<file path="config.mk">
export PLATFORM = sky130hd
export DESIGN_NAME = twe_slot_mem
export DESIGN_NICKNAME = d
export VERILOG_FILES = /design/src/rtl/twe_pkg.sv /design/src/rtl/twe_slot_mem.sv
export SDC_FILE = /design/constraint.sdc
export NUM_CORES = 2
export LEC_CHECK = 0
export BUFFER_PORTS_ARGS = -buffer_cell sky130_fd_sc_hd__buf_2
export CAP_MARGIN = 20
export CORE_UTILIZATION = 55
export DETAILED_ROUTE_END_ITERATION = 7
export GPL_TIMING_DRIVEN = 0
export HOLD_SLACK_MARGIN = 0.03
export MAX_ROUTING_LAYER = met4
export PLACE_DENSITY = 0.76
export SLEW_MARGIN = 0
export SYNTH_ARGS = -nofsm -noshare
export SYNTH_HDL_FRONTEND = slang
export SYNTH_SLANG_ARGS = --single-unit
</file>
<file path="constraint.sdc">
create_clock -name i_clk -period 12.3 [get_ports i_clk]
set_input_delay 1.23 -clock i_clk [delete_from_list [all_inputs] [get_ports i_clk]]
set_output_delay 1.23 -clock i_clk [all_outputs]
set_load 0.05 [all_outputs]
</file>
<file path="src/rtl/twe_pkg.sv">
`default_nettype none
package twe_pkg;

    // table size and time width
    localparam int SLOTS     = 16;
    localparam int TIME_BITS = 24;
    localparam int SLOT_W    = (SLOTS > 1) ? $clog2(SLOTS) : 1;
    localparam int TSUM_W    = ((TIME_BITS > 16) ? TIME_BITS : 16) + 1;

    localparam logic [TIME_BITS-1:0] TIME_MAX = {TIME_BITS{1'b1}};

    // input actions
    localparam logic [1:0] ACT_START = 2'd0;
    localparam logic [1:0] ACT_STOP  = 2'd1;
    localparam logic [1:0] ACT_TICK  = 2'd2;
    localparam logic [1:0] ACT_RESET = 2'd3;

    // result kinds
    localparam logic [2:0] KIND_STARTED = 3'd0;
    localparam logic [2:0] KIND_FULL    = 3'd1;
    localparam logic [2:0] KIND_VALUE   = 3'd2;
    localparam logic [2:0] KIND_DONE    = 3'd3;
    localparam logic [2:0] KIND_ACK     = 3'd4;

    // easing curves
    localparam logic [1:0] CURVE_LINEAR   = 2'd0;
    localparam logic [1:0] CURVE_EXPO_IN  = 2'd1;
    localparam logic [1:0] CURVE_EXPO_OUT = 2'd2;

    typedef logic [TIME_BITS-1:0] t_time;

    // one slot entry in the table memory
    typedef struct packed {
        logic [31:0] from_value;
        logic [31:0] to_value;
        t_time       length_time;
        t_time       wait_time;
        t_time       elapsed;
        logic [1:0]  curve;
        logic [1:0]  flags;     // bit 0 target, bit 1 tick
    } t_slot;

    // memory port control
    typedef struct packed {
        logic              we;
        logic [SLOT_W-1:0] waddr;
        logic              re;
        logic [SLOT_W-1:0] raddr;
    } t_mem_ctl;

    // one result beat
    typedef struct packed {
        logic [2:0]  kind;
        logic [3:0]  slot;
        logic [31:0] value;
        logic        value_valid;
        logic        tick_event;
    } t_res;

    typedef enum logic [3:0] {
        ST_IDLE,
        ST_SCAN,
        ST_EVAL,
        ST_DIV,
        ST_EASE1,
        ST_EASE2,
        ST_MUL,
        ST_SUM,
        ST_EMIT,
        ST_FLUSH
    } t_state;

    // 2^(i/16) in Q2.16
    function automatic logic [17:0] pow2_entry(input logic [4:0] i);
        logic [17:0] v;
        case (i)
            5'd0:    v = 18'd65536;
            5'd1:    v = 18'd68438;
            5'd2:    v = 18'd71468;
            5'd3:    v = 18'd74632;
            5'd4:    v = 18'd77936;
            5'd5:    v = 18'd81386;
            5'd6:    v = 18'd84990;
            5'd7:    v = 18'd88752;
            5'd8:    v = 18'd92682;
            5'd9:    v = 18'd96785;
            5'd10:   v = 18'd101070;
            5'd11:   v = 18'd105545;
            5'd12:   v = 18'd110218;
            5'd13:   v = 18'd115098;
            5'd14:   v = 18'd120194;
            5'd15:   v = 18'd125515;
            default: v = 18'd131072;
        endcase
        return v;
    endfunction

endpackage
`default_nettype wire

</file>
<file path="src/rtl/twe_slot_mem.sv">
`default_nettype none
module twe_slot_mem
    import twe_pkg::*;
(
    input  wire logic     i_clk,
    input  wire t_mem_ctl i_ctl,
    input  wire t_slot    i_wdata,
    output t_slot         o_rdata
);

    t_slot r_mem [SLOTS];
    t_slot r_rdata;

    // one write and one registered read per cycle
    always_ff @(posedge i_clk) begin
        if (i_ctl.we) begin
            r_mem[i_ctl.waddr] <= i_wdata;
        end
        if (i_ctl.re) begin
            r_rdata <= r_mem[i_ctl.raddr];
        end
    end

    assign o_rdata = r_rdata;

endmodule
`default_nettype wire

</file>
# [Word level (Yosys, flattened, before mapping)]
# Memories as Yosys holds them, arrays and structs flattened. A register that Yosys moved wholly into a read port is not among the register bits.
# Index checks and enable logic that the tools add are counted.
# W data, S select, Z words.
[word_totals] ramBits=2240 in_bits=151 word_cells=3 romBits=0 latchBits=0 n_memories=1 register_bits=0
[memory_table] memory="r_mem" words=16 width=140 read_ports=1 rd_clocked_by_memory_dff=1 wr=1 line_no="twe_slot_mem.sv:11" source="t_slot r_mem [SLOTS];"
[op_classes] n_eq_ne=0 shifts=0 n_addsub=0 n_mux=2 reduce_logical=0 multipliers=0 n_div=0 bitwise_logic=0 magnitude_cmp=0
[op_table] op="$mux W1" n=2

# [Longest topological paths before layout]
[depth] word_depth=2 depth_mapped=7 mapped_depth_nobuf=3

# [Worst setup path after synthesis]
# Ideal clock, no wire load.
[synth_path] path_type="input port to flip-flop" startpoint="in i_ctl[7] (netlist name)" endpoint="mem r_mem[0][0] (netlist name) (enable)" setup_time_ns=0.813 arrival_time_ns=11.188 path_stages=2 t_required_ns=11.487 slack_ns=0.299 cell_sequence="or3b_2 > nor3_1"
[synth_rtl] item="start, declared" line_no="twe_slot_mem.sv:6" source="input wire t_mem_ctl i_ctl,"
[synth_rtl] item="end, declared" line_no="twe_slot_mem.sv:11"
# Straight into the memory's write port.

==> results by group <==
Status
  • Result of the run: complete, no violations

Timing
  • Headroom to the max-slew limit: 21.7%
  • Count of pins over their slew limit: 0
  • Final min period: 3.45 ns
  • Setup_tns: 0 ns
  • Worst Max-Slew Pin Slew: 1.18 ns
  • Fmax: 290 MHz
  • Final worst clock skew: 0.0360 ns
  • Worst hold margin: 0.726 ns
  • Least setup slack across all paths after layout: 8.85 ns
  • Hold Fails Final Rpt: 0
  • Tcrit/Tclk final: 28.0%
  • Count of endpoints failing setup in the final report: 0
  • RSZ-0062 raised after global routing: false

Clocking
  • H-tree level count: 4
  • Sink count of the clock tree: 2380
  • Cts bufs inserted: 223
  • Clk slew on worst S/H paths: 0.06 ns
  • CTS Root Cell: sky130_fd_sc_hd__clkbuf_16
  • Hold-fix buffers, CTS: 0
  • Worst-Skew Late Latency: 0.87 ns
  • Maximum buffer depth of the clock tree: 3
  • Post-CTS setup buffer count: 0
  • TritonCTS clock tree: yes
  • Resize count post-CTS: 0

Worst setup path
  • Required time at the endpoint of the critical path: 12.97 ns
  • Maximum fanout count along the critical path: 10
  • Origin of the worst setup path: i_ctl[2]
  • R2R depth: 3
  • Worst setup path endpoint: o_rdata[137]
  • Worst reg2reg path startpoint: r_mem[9][12]
  • Crit. End Element: flip-flop
  • Worst reg-to-reg setup slack: 10.53 ns
  • Startpoint-to-endpoint class of the critical path: primary input to flip-flop
  • WP data arrival: 4.11 ns
  • Critical R2R Capture: o_rdata[12]
  • Type of element launching the critical path: primary input

Yosys
  • Net Count, Synth: 3822
  • Average cell area after synthesis: 24.1 µm²
  • YS warnings: 0
  • Gate count of the mapped netlist: 3671
  • FF+latch count, synth: 2380
  • Distinct cell type count of the synthesized netlist: 26
  • Syn Std Cell Area: 88300 µm²
  • Sequential element share of the synthesized area: 80.9%

Placed design
  • Setup slack at placement: 8.18 ns
  • Number of cells after detailed placement: 6197
  • Sum of net half-perimeters after detailed placement: 136 mm
  • Port-buffer cells: 289
  • Placer Congestion: 0.755

Routing
  • Antenna Violating Nets Remaining: 0
  • Vias/cell: 6.49
  • Routed len/inst: 33.0 µm
  • Vias: 43193
  • Detailed Route Iter0 Violations: 5842
  • Post-route DRC violation count: 0
  • Total wire length: 219 mm
  • Number of detailed-routing iterations run before antenna repair: 6

Global route
  • First-pass GRT wire length: 310 mm
  • Antenna violations before repair: 56
  • Met2 capacity usage during global routing: 43.5%
  • Global route hottest layer: met2
  • Met3 usage in global routing: 7.17%
  • Maximum number of pins on one net before global-route repair: 88
  • Routing usage on met1: 36.9%
  • Number of global-route vias before repair: 43700
  • Overall fraction of global-route tracks in use: 28.0%
  • Global route overflow: 0

Floorplanning
  • Die Wd: 403 µm
  • Floorplan row count: 146
  • Initial Util: 55.6%
  • Total die area: 162000 µm²
  • Height of the die: 403 µm
  • Area of the core: 159000 µm²
  • Count of pins on the block boundary: 291

Finish
  • Number of cells in the finished layout apart from fillers: 6651
  • Flip-flop and latch area: 71500 µm²
  • Layout cell share with drive strength beyond 1: 33.0%
  • Count of filler cells inserted in the layout: 9948
  • Share of the core filled with cells in the final layout: 64.5%
  • Area occupied by multi-input gates: 16000 µm²
  • Area added between synthesis and finish: 16.1%
  • Count of nets after finishing: 4503

Power and ir drop
  • Internal portion of total power: 13.3 mW
  • Switching power: 3.72 mW
  • Proportion of power drawn by combinational gates: 5.9%
  • Clock group share of total power: 40.0%
  • Static Leak: 33.0 nW
  • Sequential Power Share: 54.1%
  • Power per standard cell area: 166 nW/µm²
  • Switching part of the total: 21.8%
  • Max rail drop VDD: 0.159 mV

Hold path
  • HP Class: flip-flop to flip-flop
  • Launch instance of the worst min-delay path: r_mem[14][79]

Flow run
  • Max-cap violation count: 0
-- layout make-up --
class | count | area share (%)
repair buffers | 456 | 4.12
multi-input cells | 1097 | 15.6
clock buffers | 272 | 5.64
clock inverters | 139 | 1.38
plain buffers | 194 | 0.947
diodes | 41 | 0.100
flip-flops and latches | 2380 | 69.7
well taps | 2072 | 2.53
-- how the worst min path moves through the flow --
stage,endpoint,slack [ns],depth (start not counted)
after floorplan,o_rdata[0],0.71,3
after global placement,o_rdata[0],0.72,3
after detailed placement,o_rdata[3],0.73,3
after CTS,r_mem[13][24],0.68,1
after global routing,r_mem[13][89],0.72,1
final,o_rdata[79],0.73,3
-- cells by family (layout without fill, tap and decap cells) --
logic type             Yosys count  in the layout  share of synthesized area [%]
AOI/OAI and AO/OA              297            297                           2.54
buffers and inverters          194           1061                           1.10
DFF                           2380           2380                           80.9
muxes                          621            621                           14.5
other                            0             41                              0
and+or+nand+nor                179            179                          0.932
-- state kept, by name, indices dropped and copies added (netlist names) --
name / cells
o_rdata: 140
r_mem: 2240
-- power groups by stage --
stage / clock (mW) / combinational, mW / sequential (mW)
after floorplan: 0 / 0.438 / 9.51
after global placement: 0 / 0.936 / 9.41
after detailed placement: 0 / 0.997 / 9.36
after CTS: 6.87 / 1.01 / 9.20
after global routing: 7.16 / 1.05 / 9.20
final: 6.81 / 1.00 / 9.20
-- per-layer routing --
metal  wire (µm)  part of all wire (%)
met1       81800                    37
met2      108000                    49
met3       24000                    11
met4        5930                   2.7
met5           0                     0
-- cell usage in the layout, fill, tap and decap left out, drive strengths merged, types with 4 or more instances in the layout --
cell type,synthesis,layout
edfxtp,2380,2380
buf,132,588
mux4,521,521
clkbuf,62,334
a22oi,235,235
nand2,103,103
clkinv,0,100
mux2,72,72
diode,0,41
nor2b,29,29
mux2i,28,28
o221ai,23,23
bufinv,0,22
nand2b,20,20
o21ai,17,17
a221oi,16,16
nor2,15,15
inv,0,9
clkinvlp,0,8
o22a,6,6
nor3,4,4
-- synth_stat cells --
library cell | instances | area share [%]
sky130_fd_sc_hd__buf_6 | 7 | 0.089
sky130_fd_sc_hd__a221oi_1 | 16 | 0.16
sky130_fd_sc_hd__buf_1 | 14 | 0.059
sky130_fd_sc_hd__nor3_1 | 4 | 0.023
sky130_fd_sc_hd__buf_2 | 91 | 0.52
sky130_fd_sc_hd__a22oi_1 | 235 | 2.0
sky130_fd_sc_hd__mux2_2 | 72 | 0.92
sky130_fd_sc_hd__clkbuf_1 | 61 | 0.26
sky130_fd_sc_hd__nand3_1 | 1 | 0.0057
sky130_fd_sc_hd__edfxtp_1 | 2380 | 81
sky130_fd_sc_hd__nor2b_1 | 29 | 0.21
sky130_fd_sc_hd__nand2b_1 | 20 | 0.14
sky130_fd_sc_hd__clkbuf_2 | 1 | 0.0057
sky130_fd_sc_hd__nand2_1 | 103 | 0.44
sky130_fd_sc_hd__nand3b_1 | 2 | 0.017
sky130_fd_sc_hd__mux2i_1 | 28 | 0.32
sky130_fd_sc_hd__mux4_2 | 521 | 13
sky130_fd_sc_hd__or3b_2 | 1 | 0.0099
sky130_fd_sc_hd__o221ai_1 | 23 | 0.23
sky130_fd_sc_hd__or2_2 | 1 | 0.0071
sky130_fd_sc_hd__o21ai_1 | 2 | 0.011
sky130_fd_sc_hd__nor2_1 | 15 | 0.064
sky130_fd_sc_hd__and2_1 | 3 | 0.021
sky130_fd_sc_hd__o22a_1 | 6 | 0.059
sky130_fd_sc_hd__buf_4 | 20 | 0.17
sky130_fd_sc_hd__o21ai_0 | 15 | 0.085
-- through the flow --
step / area, µm² / total power [mW]
after floorplan: 88300 / 9.94
after global placement: 92400 / 10.3
after detailed placement: 95200 / 10.4
after CTS: 102000 / 17.1
after global routing: 103000 / 17.4
final: 103000 / 17.0
-- critical path, cell delays in order --
cell and delay [ns]:
sky130_fd_sc_hd__buf_2 0.14, sky130_fd_sc_hd__buf_4 0.21, sky130_fd_sc_hd__nor2b_1 0.44, sky130_fd_sc_hd__clkbuf_1 0.92, sky130_fd_sc_hd__clkbuf_1 0.70, sky130_fd_sc_hd__a22oi_1 0.24, sky130_fd_sc_hd__nand2_1 0.21
(Power assumes the default switching activity.)
