`config.mk`:
```
export PLATFORM = sky130hd
export DESIGN_NAME = twe_div
export DESIGN_NICKNAME = d
export VERILOG_FILES = /design/src/rtl/twe_pkg.sv /design/src/rtl/twe_div.sv
export SDC_FILE = /design/constraint.sdc
export NUM_CORES = 1
export LEC_CHECK = 0
export BUFFER_PORTS_ARGS = -buffer_cell sky130_fd_sc_hd__buf_2
export CORE_MARGIN = 3
export CORE_UTILIZATION = 51
export DETAILED_ROUTE_END_ITERATION = 16
export PLACE_DENSITY_LB_ADDON = 0.05
export SLEW_MARGIN = 20
export SYNTH_ARGS = -nofsm -noshare
export SYNTH_HDL_FRONTEND = slang
export SYNTH_SLANG_ARGS = --single-unit
```
`constraint.sdc`:
```
create_clock -name i_clk -period 2.52 [get_ports i_clk]
set_input_delay 0.252 -clock i_clk [delete_from_list [all_inputs] [get_ports i_clk]]
set_output_delay 0.252 -clock i_clk [all_outputs]
set_load 0.03 [all_outputs]
```
`src/rtl/twe_pkg.sv`:
```
`default_nettype none
package twe_pkg;

    // table size and time width
    localparam int SLOTS     = 16;
    localparam int TIME_BITS = 24;
    localparam int SLOT_W    = (SLOTS > 1) ? $clog2(SLOTS) : 1;
    localparam int TSUM_W    = ((TIME_BITS > 16) ? TIME_BITS : 16) + 1;

    localparam logic [TIME_BITS-1:0] TIME_MAX = {TIME_BITS{1'b1}};

    // input actions
    localparam logic [1:0] ACT_START = 2'd0;
    localparam logic [1:0] ACT_STOP  = 2'd1;
    localparam logic [1:0] ACT_TICK  = 2'd2;
    localparam logic [1:0] ACT_RESET = 2'd3;

    // result kinds
    localparam logic [2:0] KIND_STARTED = 3'd0;
    localparam logic [2:0] KIND_FULL    = 3'd1;
    localparam logic [2:0] KIND_VALUE   = 3'd2;
    localparam logic [2:0] KIND_DONE    = 3'd3;
    localparam logic [2:0] KIND_ACK     = 3'd4;

    // easing curves
    localparam logic [1:0] CURVE_LINEAR   = 2'd0;
    localparam logic [1:0] CURVE_EXPO_IN  = 2'd1;
    localparam logic [1:0] CURVE_EXPO_OUT = 2'd2;

    typedef logic [TIME_BITS-1:0] t_time;

    // one slot entry in the table memory
    typedef struct packed {
        logic [31:0] from_value;
        logic [31:0] to_value;
        t_time       length_time;
        t_time       wait_time;
        t_time       elapsed;
        logic [1:0]  curve;
        logic [1:0]  flags;     // bit 0 target, bit 1 tick
    } t_slot;

    // memory port control
    typedef struct packed {
        logic              we;
        logic [SLOT_W-1:0] waddr;
        logic              re;
        logic [SLOT_W-1:0] raddr;
    } t_mem_ctl;

    // one result beat
    typedef struct packed {
        logic [2:0]  kind;
        logic [3:0]  slot;
        logic [31:0] value;
        logic        value_valid;
        logic        tick_event;
    } t_res;

    typedef enum logic [3:0] {
        ST_IDLE,
        ST_SCAN,
        ST_EVAL,
        ST_DIV,
        ST_EASE1,
        ST_EASE2,
        ST_MUL,
        ST_SUM,
        ST_EMIT,
        ST_FLUSH
    } t_state;

    // 2^(i/16) in Q2.16
    function automatic logic [17:0] pow2_entry(input logic [4:0] i);
        logic [17:0] v;
        case (i)
            5'd0:    v = 18'd65536;
            5'd1:    v = 18'd68438;
            5'd2:    v = 18'd71468;
            5'd3:    v = 18'd74632;
            5'd4:    v = 18'd77936;
            5'd5:    v = 18'd81386;
            5'd6:    v = 18'd84990;
            5'd7:    v = 18'd88752;
            5'd8:    v = 18'd92682;
            5'd9:    v = 18'd96785;
            5'd10:   v = 18'd101070;
            5'd11:   v = 18'd105545;
            5'd12:   v = 18'd110218;
            5'd13:   v = 18'd115098;
            5'd14:   v = 18'd120194;
            5'd15:   v = 18'd125515;
            default: v = 18'd131072;
        endcase
        return v;
    endfunction

endpackage
`default_nettype wire

```
`src/rtl/twe_div.sv`:
```
`default_nettype none
module twe_div
    import twe_pkg::*;
(
    input  wire logic        i_clk,
    input  wire logic        i_rst_n,
    input  wire logic        i_start,
    input  wire t_time       i_num,
    input  wire t_time       i_den,
    output logic             o_done,
    output logic [15:0]      o_quot
);

    logic               r_busy;
    logic               r_done;
    logic [3:0]         r_cnt;
    t_time              r_rem;
    t_time              r_den;
    logic [15:0]        r_quot;
    t_time              n_rem;
    logic [TIME_BITS:0] rem2;
    logic               ge;

    // restoring step, one quotient bit per cycle (num < den)
    always_comb begin
        rem2  = {r_rem, 1'b0};
        ge    = rem2 >= {1'b0, r_den};
        n_rem = ge ? TIME_BITS'(rem2 - {1'b0, r_den}) : TIME_BITS'(rem2);
    end

    always_ff @(posedge i_clk) begin
        if (!i_rst_n) begin
            r_busy <= 1'b0;
            r_done <= 1'b0;
            r_cnt  <= '0;
        end else begin
            r_done <= 1'b0;
            if (i_start) begin
                r_busy <= 1'b1;
                r_cnt  <= '0;
                r_rem  <= i_num;
                r_den  <= i_den;
            end else if (r_busy) begin
                r_rem  <= n_rem;
                r_quot <= {r_quot[14:0], ge};
                r_cnt  <= r_cnt + 4'd1;
                if (r_cnt == 4'd15) begin
                    r_busy <= 1'b0;
                    r_done <= 1'b1;
                end
            end
        end
    end

    assign o_done = r_done;
    assign o_quot = r_quot;

endmodule
`default_nettype wire

```
; ---- Yosys cells after proc, flatten, opt, wreduce, memory -nomap -nowiden
; Cells that the tools add are included.
[totals]
out_inout_bits = 17
inputBits = 51
wordCells = 26
reg_bits = 70
[classes]
eq_ne = 1
n_mux = 7
reduce_logical = 6
add_sub_neg = 2
bitwise_logic = 3
n_lt_le_gt_ge = 1
[ops]
columns = operator, n
row1 = $mux W24, 3
row2 = $ge A25 B24 Y1, 1
row3 = $sub A24 B24 Y24, 1
row4 = $add A4 B1 Y4 const B, 1
row5 = $eq A4 B4 Y1 const B, 1
row6 = $mux W1, 4
row7 = $reduce_and A2 Y1, 2
row8 = $not A1 Y1, 3
row9 = $reduce_and A3 Y1, 1
row10 = $reduce_or A3 Y1, 1
row11 = $reduce_bool A2 Y1, 1
row12 = $reduce_or A2 Y1, 1

; ---- Longest topological paths before layout
; Gate-level depths: netlist of the first run.
[logic_depth]
word_depth = 4
depth_mapped = 12
ltp_nobuf = 10

; ---- Least setup slack after synthesis of the first run
; Ideal clock, no wire load.
[synth_path]
path_kind = reg2reg
startpoint = reg r_rem[0]
endpoint = reg r_rem[1], data pin
stages_incl_launch_ff = 11
period_less_slack_ns = 2.645
setup_ns = 0.260
slack_ns = -0.125
arrival_time_ns = 2.385
required_ns = 2.260
path_buffers = 1
path_cell_list = edfxtp_1 -> ha_1 -> nor2b_1 -> o31a_1 -> o311ai_2 -> and4b_1 -> o21ai_2 -> a21boi_2 -> buf_6 -> mux2i_1 -> mux2_2
[synth_via]
elab_chain_len = 4
word_cells_on_any_way = 5
cone_classes = add/sub: 1 / order compare: 1 / mux: 3
[synth_lines]
columns = item, line_no
row1 = start: declaration, twe_div.sv:17  ; t_time r_rem;
row2 = start signal: assignment, twe_div.sv:41  ; r_rem <= i_num;
row3 = start signal: assignment, twe_div.sv:44  ; r_rem <= n_rem;
row4 = $sub A24 B24 Y24 or $ge A25 B24 Y1 (tied branches), "twe_div.sv:28, twe_div.sv:27"
row5 = $mux W24 (*), twe_div.sv:28  ; n_rem = ge ? TIME_BITS'(rem2 - {1'b0, r_den}) : TIME_BITS'(rem2);
row6 = $mux W24 (*), twe_div.sv:43  ; end else if (r_busy) begin
row7 = $mux W24 (*), twe_div.sv:38  ; if (i_start) begin
; Mark *: on every way between the ends. The rest lies on a longest branch, timed or not. The select of a mux whose other input is x is not followed.
; A chain may end at the register's enable or synchronous reset.

; ---- Final worst setup path of the first run
[layout_path]
startpoint = reg r_rem[0]
endpoint = reg r_rem[19], data pin
; Same word-level chain as after synthesis.

==> results.yml, run 1 <==
synthesis:
  synth_edf_count: 64
  async_reset_ff_share_pct: 0
  syn_area_per_cell_um2: 11.0
  syn_inst: 368
  synthFlopType: "edfxtp_1"
  yosys_warnings: 0
  yosys_register_bits: 70
  netlist_area_mm2: 0.00404
  ys_types: 57
  synth_seq_area_share_pct: 50.6
  syn_nets: 445
critical_path:
  cp-start-kind: "flip-flop"
  cpPeakStageDelay_ns: 0.45
  path_max_fanout: 7
  crit_arrival_ns: 2.88
  required_ns: 2.62
  crit_chain: "ha_4, nor2b_4, o31a_1, o311ai_4, and4b_1, o21ai_2, a21boi_2, buf_6, a311oi_2, a221o_1"
  worst_path_max_delay_cell: "edfxtp_1"
  r2r-start: "r_rem[0]$_DFFE_PP_"
  worstSetupEndpointType: "flip-flop"
  critPathLaunch: "r_rem[0]$_DFFE_PP_"
  path_class: "flip-flop to flip-flop"
drt:
  routed_wirelength_um: 9280
  via_per_inst: 5.38
  dr.pass1.iters: 4
  wl_per_cell_um: 15.4
  ant_nets: 0
  dr.first_iter.drc_count: 154
  num_vias: 3233
  drc_errors: 0
final_layout:
  syn_to_final_growth_pct: 33.5
  final_common_cell: "buf_2"
  instances_no_fill: 601
  drive_gt1_share_pct: 37.3
  num_antenna_cells: 0
  fin_util_pct: 72.4
  final_cell_mix: "67 x buf_2, 64 x edfxtp_1, 55 x buf_4"
  nets: 574
sta:
  finalHoldViolCount: 0
  worst_slew_pin_slew_ns: 0.632
  finalCritPeriodShare_pct: 110
  report.final.slew_viol_count: 0
  max_freq_ghz: 0.359
  min_period_ns: 2.78
  finalWorstSetupSlack_ns: -0.264
  slew-limit-headroom_pct: 57.9
  finalSetupViolCount: 25
  rsz0062_at_grt: "true"
  clock_skew_ns: 0.0137
die:
  die_h_um: 95.0
  initial_core_util_pct: 54.2
  die_area_mm2: 0.00902
  die_width_um: 95.0
  rows: 31
  io_pins: 68
  core_area_mm2: 0.00745
grt:
  overflow: 0
  grt_pass1_vias: 3129
  antenna_found_initial: 0
  grt_use_total_pct: 21.1
  grt_pass1_wl_um: 14600
  grt_max_degree: 37
placement:
  gp_congestion: 0.855
  portBuffers: 67
  dp_hpwl_um: 6410
  dp_cells: 573
cts:
  cts_made_buffers: 9
  cts_tree: "built"
  cts-root-buf: "clkbuf_8"
  cts_buffer_depth: 2
  htree_levels: 3
  clkLatencyLatePin_ns: 0.36
  clkSinkCount: 70
  clk_pin_slew_ns: 0.09
power:
  ir_drop_v: 0.000299
  p_sw_share_pct: 30.5
  pwr-share-comb_pct: 31.7
  p_clk_share_pct: 27.3
  p_per_area_mw_per_mm2: 639
  p_seq_share_pct: 41.0
  intPower_w: 0.00239
  leakage_nw: 2.25
  p_sw_w: 0.00105
  power_w: 0.00344
flow_run:
  drv_cap: 0
status:
  failed_checks: "setup timing"
  status: "finished, violations left"
min_path:
  min_from: "i_den[6]"
  hp-class: "input pin to flip-flop"
registers in the layout, indices dropped and copies added, names as in the netlist:
| register | cells |
|---|---|
| o_quot | 16 |
| r_rem | 24 |
| r_busy | 1 |
| o_done | 1 |
| r_cnt | 4 |
| r_den | 24 |
kinds of logic after synthesis:
logic type / share of synthesized area [%]
AND/OR/NAND/NOR: 14.9
AO/OA/AOI/OAI: 15.6
flip-flops: 50.6
buffers and inverters: 4.37
adder cells (fa/ha/maj): 8.24
XOR/XNOR: 4.77
multiplexers: 1.52
metrics by stage:
| step | hold slack [ns] | setup slack [ns] | instance area [um2] | setup TNS (ns) |
|---|---|---|---|---|
| 2_1_floorplan | 0.351 | -0.108 | 4050 | -0.422 |
| 3_3_place_gp | 0.423 | -0.166 | 4870 | -2.82 |
| 3_5_place_dp | 0.429 | -0.290 | 4870 | -5.02 |
| 4_1_cts | 0.0522 | -0.216 | 5180 | -3.86 |
| 5_1_grt | 0.0459 | -0.387 | 5390 | -7.48 |
| 6_report | 0.0638 | -0.264 | 5390 | -4.30 |
per-layer routing:
layer	part of all wire (%)	global-route usage (%)	vias to the layer above
li1	-	-	1633
met1	47	29.8	1514
met2	47	32.1	76
met3	4.9	4.78	10
met4	1.6	7.21	0
met5	0	0	-
synthesized netlist by cell type, types with 3 or more instances:
master	instances	area (um2)
xnor2_1	7	61.3
o311ai_0	11	96.3
a21oi_1	17	85.1
or2_2	3	18.8
nand3b_1	12	90.1
mux2i_1	5	50.1
nand3_1	6	30.0
a21o_1	3	22.5
nand2b_1	4	25.0
o211ai_1	3	22.5
dfxtp_1	6	120
xor2_1	15	131
a221o_1	5	50.1
nand2_1	32	120
inv_1	29	109
o21ai_0	12	60.1
nor2_1	21	78.8
o21a_1	5	37.5
nor3_1	9	45.0
nand4_1	5	31.3
clkbuf_1	11	41.3
edfxtp_1	64	1920
ha_1	25	313
buf_2	3	15.0
nor2b_1	11	68.8
critical path, delay by kind of cell (launching register included):
kind                     cells  cell delay (ns)
AO/OA/AOI/OAI                6             1.20
flip-flops                   1             0.45
AND/OR/NAND/NOR              2             0.41
adder cells (fa/ha/maj)      1             0.26
buffers and inverters        1             0.20
layout make-up:
class	count	area [um2]
clock inverter	7	80.1
multi-input combinational	254	2010
clock buffer	9	124
inverter	29	109
sequential	70	2040
timing repair buffer	133	903
tap	99	124
fill	563	2060
timing repair:
action	in CTS	in global routing
pin swaps	4	11
setup endpoints to repair	25	25
cloned	0	3
endpoints found under the hold margin	0	0
gates resized for setup	23	29
setup buffers	5	4
hold buffers	0	0
path summary, 6_finish.rpt:
check                              end  cells after the start  slack [ns]
setup / recovery   r_rem[19]$_DFFE_PP_                     10       -0.26
hold / removal      r_den[6]$_DFFE_PP_                      1        0.06
setup reg to reg   r_rem[19]$_DFFE_PP_                     10       -0.26
hold reg to reg   o_quot[15]$_DFFE_PP_                      0        0.44
power groups by stage:
stage / logic (W) / clock network (W) / registers, W
after CTS: 0.000980 / 0.000963 / 0.00141
final: 0.00109 / 0.000941 / 0.00141
after detailed placement: 0.000925 / 0 / 0.00143
after floorplan: 0.000585 / 0 / 0.00143
after global routing: 0.00120 / 0.00101 / 0.00142
after global placement: 0.000910 / 0 / 0.00143
No activity file was read; power rests on OpenSTA's default activity.
==> run 2: changes to the inputs <==
Settings changed: BUFFER_PORTS_ARGS -buffer_cell sky130_fd_sc_hd__buf_2 to default, CORE_UTILIZATION 51 to 55, DONT_BUFFER_PORTS from default to 1, PLACE_DENSITY from default to 0.73, PLACE_DENSITY_LB_ADDON 0.05 to default.
==> run 2 against run 1 <==
The run still ends with setup timing left. Core utilization rose by 1.1 points. Count of clock-buffer cells in the layout rose by 2. Non-clock buffer count fell by 53. Final area fell by 5.3%.
==> results.yml, run 2 (synthesis results as in run 1) <==
drt:
  routed_wirelength_um: 9520
  dr.pass1.iters: 4
  via_per_inst: 5.62
  drc_errors: 0
  num_vias: 3057
  dr.first_iter.drc_count: 209
  wl_per_cell_um: 17.5
  ant_nets: 0
power:
  p_clk_share_pct: 23.7
  pwr-share-comb_pct: 31.7
  leakage_nw: 2.00
  p_seq_share_pct: 44.6
  ir_drop_v: 0.000367
  p_sw_share_pct: 30.2
  p_sw_w: 0.000965
  intPower_w: 0.00223
  p_per_area_mw_per_mm2: 625
  power_w: 0.00319
die:
  die_h_um: 91.7
  core_area_mm2: 0.00694
  io_pins: 68
  die_area_mm2: 0.00841
  rows: 30
  initial_core_util_pct: 58.2
  die_width_um: 91.7
grt:
  grt_max_degree: 70
  grt_pass1_vias: 3172
  overflow: 0
  antenna_found_initial: 0
  grt_use_total_pct: 23.3
  grt_pass1_wl_um: 15300
sta:
  rsz0062_at_grt: "true"
  finalCritPeriodShare_pct: 111
  clock_skew_ns: 0.00674
  final.setup.tns_ns: -3.87
  max_freq_ghz: 0.358
  min_period_ns: 2.80
  finalWorstSetupSlack_ns: -0.276
  holdWs_ns: 0.0359
  worst_slew_pin_slew_ns: 0.721
  finalHoldViolCount: 0
  finalSetupViolCount: 24
  report.final.slew_viol_count: 0
  slew-limit-headroom_pct: 51.9
final_layout:
  final_common_cell: "edfxtp_1"
  instances_no_fill: 544
  drive_gt1_share_pct: 23.2
  final_cell_mix: "64 x edfxtp_1, 50 x buf_4, 32 x nand2_1"
  num_antenna_cells: 0
  n_fill_cell: 496
  syn_to_final_growth_pct: 26.3
  nets: 521
min_path:
  hp-class: "input pin to flip-flop"
  min_delay_path_depth: 1
critical_path:
  cpPeakStageDelay_ns: 0.40
  timing.critical_path.buf_inv: 2
  cp-start-kind: "flip-flop"
  path_max_fanout: 5
  crit_chain: "inv_2, ha_4, nor2b_4, o31a_1, o311ai_4, and4b_2, o21ai_2, a21boi_4, buf_6, mux2i_2, mux2_4"
  crit_arrival_ns: 2.90
  cpLargestDelayFamily: "compound AO/OA/AOI/OAI gates"
  worst_path_max_delay_cell: "edfxtp_1"
  worstSetupEndpointType: "flip-flop"
  required_ns: 2.63
  path_class: "flip-flop to flip-flop"
  crit_cells: 11
  reg2reg_depth: 11
cts:
  clkLatencyLatePin_ns: 0.35
  cts-root-buf: "clkbuf_8"
  clkSinkCount: 70
  clk_pin_slew_ns: 0.07
  cts_made_buffers: 9
  htree_levels: 3
  cts_buffer_depth: 2
  cts_tree: "built"
placement:
  portBuffers: 0
  dp_hpwl_um: 6440
  post-place-ws_ns: -0.331
  dp_cells: 498
  gp_congestion: 0.861
flow_run:
  drv_cap: 0
status:
  failed_checks: "setup timing"
  status: "finished, violations left"
==> run 2: metal layers <==
metal	part of all wire, %	vias to the layer above	global-route usage [%]
met5	0	-	0
met4	1.4	0	7.18
met3	5.8	12	7.63
met2	50	69	38.4
met1	43	1452	29.1
li1	-	1524	-
==> run 2: repair_timing <==
action,CTS,global route
endpoints found under the setup margin,25,25
gates resized for setup,24,23
cloned,1,0
pin swaps,7,8
buffers inserted,4,3
hold endpoints to repair,24,0
hold buffers,24,0
==> run 2: final timing paths <==
path	from	to	slack, ns
worst min register to register	r_cnt[2]$_SDFFE_PP0P_	o_done$_SDFF_PP0_	0.52
worst max register to register	r_den[1]$_DFFE_PP_	r_rem[1]$_DFFE_PP_	-0.28
worst max-delay path	r_den[1]$_DFFE_PP_	r_rem[1]$_DFFE_PP_	-0.28
worst min-delay path	i_rst_n	r_busy$_SDFF_PN0_	0.04
==> run 2: worst reg2reg max path, delay by kind of cell, from the launching register on <==
family	cells	cell delay [ns]
AND/OR/NAND/NOR	2	0.42
flip-flops	1	0.40
adder cells (fa/ha/maj)	1	0.21
multiplexers	2	0.35
buffers and inverters	2	0.27
AO/OA/AOI/OAI	4	0.89
==> run 2: power by group through the flow <==
stage	Clock [W]	Combinational [W]	Sequential, W
final	0.000757	0.00101	0.00142
after global routing	0.000825	0.00111	0.00143
after CTS	0.000775	0.000948	0.00142
after detailed placement	0	0.000842	0.00144
after global placement	0	0.000814	0.00144
after floorplan	0	0.000585	0.00143
==> run 2: cell type report <==
type / count / area (um2) / area share [%]
Clock inverter: 4 / 25.0 / 0.490
Timing Repair Buffer: 80 / 683 / 13.4
Tap cell: 96 / 120 / 2.35
Clock buffer: 11 / 131 / 2.57
Inverter: 29 / 109 / 2.13
Sequential cell: 70 / 2040 / 40.0
Multi-Input combinational cell: 254 / 1990 / 39.0
==> run 2: per-stage QoR <==
step | utilization [%] | instance area [um2]
2_1_floorplan | - | 4050
3_3_place_gp | 64.4 | 4470
3_5_place_dp | 64.4 | 4470
4_1_cts | 72.3 | 5020
5_1_grt | 73.5 | 5100
6_report | 73.5 | 5100
==> run 3: changes to the inputs <==
Settings changed: SETUP_SLACK_MARGIN from default to 0.4.
==> run 3 against run 2 <==
The flow still finishes with violations (setup timing). Register-to-register slack worse by 0.09 ns. Final cell count is 3.5% higher. Core utilization up 4.8 points. Critical path depth increased by 1. Maximum frequency down 3.0%. Count of clock-buffer cells in the layout unchanged. First-iteration DRC count is 91% higher.
==> results.yml, run 3 (synthesis results as in run 1) <==
status:
  failed_checks: "setup timing"
  status: "finished, violations left"
critical_path:
  cp-start-kind: "flip-flop"
  crit_top_cell: "buf_6"
  worst_path_max_delay_cell: "edfxtp_1"
  worstSetupEndpointType: "flip-flop"
  crit_chain: "ha_4, nand3_1, and4bb_1, a211oi_2, and4b_1, o21ai_2, a21boi_4, buf_6, buf_6, buf_16, and3b_1, a221o_1"
  crit_arrival_ns: 2.99
  cpPeakStageDelay_ns: 0.44
  path_max_fanout: 5
  required_ns: 2.62
  path_class: "flip-flop to flip-flop"
cts:
  cts_tree: "built"
  cts_buffer_depth: 2
  clkSinkCount: 70
  cts-root-buf: "clkbuf_8"
  htree_levels: 3
  clkLatencyLatePin_ns: 0.35
  cts_made_buffers: 9
  clk_pin_slew_ns: 0.08
grt:
  grt_max_degree: 70
  overflow: 0
  grt_pass1_wl_um: 16200
  grt_pass1_vias: 3453
  antenna_found_initial: 0
  grt_use_total_pct: 24.5
placement:
  dp_hpwl_um: 6410
  post-place-ws_ns: -0.266
  portBuffers: 0
  dpl-instance-area_mm2: 0.00456
  gp_congestion: 0.946
power:
  leakage_nw: 2.14
  power_w: 0.00355
  p_clk_share_pct: 26.6
  pwr-share-comb_pct: 33.1
  p_sw_w: 0.00106
  p_sw_share_pct: 29.9
  intPower_w: 0.00249
  ir_drop_v: 0.000537
  p_per_area_mw_per_mm2: 653
  p_seq_share_pct: 40.2
final_layout:
  syn_to_final_growth_pct: 34.5
  nets: 539
  num_antenna_cells: 0
  fin_area_mm2: 0.00543
  final_common_cell: "edfxtp_1"
  drive_gt1_share_pct: 28.1
  final_cell_mix: "64 x edfxtp_1, 61 x buf_4, 32 x nand2_1"
  n_fill_cell: 406
sta:
  clock_skew_ns: 0.00996
  slew-limit-headroom_pct: 52.1
  max_freq_ghz: 0.347
  finalWorstSetupSlack_ns: -0.363
  min_period_ns: 2.88
  rsz0062_at_grt: "true"
  finalCritPeriodShare_pct: 114
  final.setup.tns_ns: -5.54
  report.final.slew_viol_count: 0
  finalHoldViolCount: 0
  finalSetupViolCount: 25
  worst_slew_pin_slew_ns: 0.719
drt:
  dr.first_iter.drc_count: 400
  via_per_inst: 6.08
  wl_per_cell_um: 18.9
  routed_wirelength_um: 10600
  num_vias: 3421
  dr.pass1.iters: 6
  ant_nets: 0
  drc_errors: 0
flow_run:
  drv_cap: 0
die:
  core_area_mm2: 0.00694
  die_h_um: 91.7
  io_pins: 68
  initial_core_util_pct: 58.2
  rows: 30
  die_area_mm2: 0.00841
  die_width_um: 91.7
min_path:
  hp-class: "input pin to flip-flop"
## run 3: cell types whose count changed in the layout (fill, tap and decap cells not counted), sizes merged
cell	previous run	this run
clkinvlp	2	3
buf	56	74
clkinv	2	1
bufinv	0	1
## run 3: layout make-up
type	instances	area, um2	share of cell area [%]
repair buffers	98	887	16.3
clock inverters	5	57.6	1.06
flip-flops and latches	70	2040	37.6
clock buffers	11	151	2.79
well taps	96	120	2.21
inverters	29	109	2.00
multi-input cells	254	2070	38.0
## run 3: power by group through the flow
stage	clock network [W]	registers, W	logic [W]
floorplan	0	0.00143	0.000585
global placement	0	0.00144	0.000846
detailed placement	0	0.00144	0.000872
CTS	0.000953	0.00142	0.00101
global route	0.00101	0.00143	0.00127
finish	0.000945	0.00143	0.00117
## run 3: final timing paths
| kind | cells after the start | startpoint | slack, ns | endpoint |
|---|---|---|---|---|
| worst max-delay path | 12 | r_rem[8]$_DFFE_PP_ | -0.36 | r_rem[23]$_DFFE_PP_ |
| worst min-delay path | 1 | i_rst_n | 0.04 | r_busy$_SDFF_PN0_ |
| worst max register to register | 12 | r_rem[8]$_DFFE_PP_ | -0.36 | r_rem[23]$_DFFE_PP_ |
| worst min register to register | 2 | r_cnt[3]$_SDFFE_PP0P_ | 0.52 | o_done$_SDFF_PP0_ |
## run 3: timing repair
item / CTS / global route
endpoints found under the hold margin: 24 / 0
pin swaps: 12 / 13
gates resized for setup: 30 / 32
setup endpoints to repair: 25 / 25
hold buffers: 24 / 0
cloned: 1 / 0
setup buffers: 8 / 9
## run 3: critical path, delay by kind of cell (launching register included)
family	cells	cell delay, ns
and+or+nand+nor	4	0.89
buffers and inverters	3	0.38
DFF	1	0.44
AOI/OAI and AO/OA	4	0.62
adders and majority gates	1	0.31
## run 3: per-layer routing
layer	vias up	share of wire (%)	GRT usage (%)
met5	-	0	0
met4	0	2.6	8.79
met3	43	7.6	7.71
met2	177	50	41.0
met1	1634	40	29.9
li1	1567	-	-
## run 3: metrics by stage
step	utilization [%]	hold WS [ns]	std cells
floorplan	-	0.351	368
global placement	65.6	0.351	505
detailed placement	65.6	0.351	505
CTS	75.1	0.0286	554
global route	78.3	0.0452	563
finish	78.3	0.0378	563
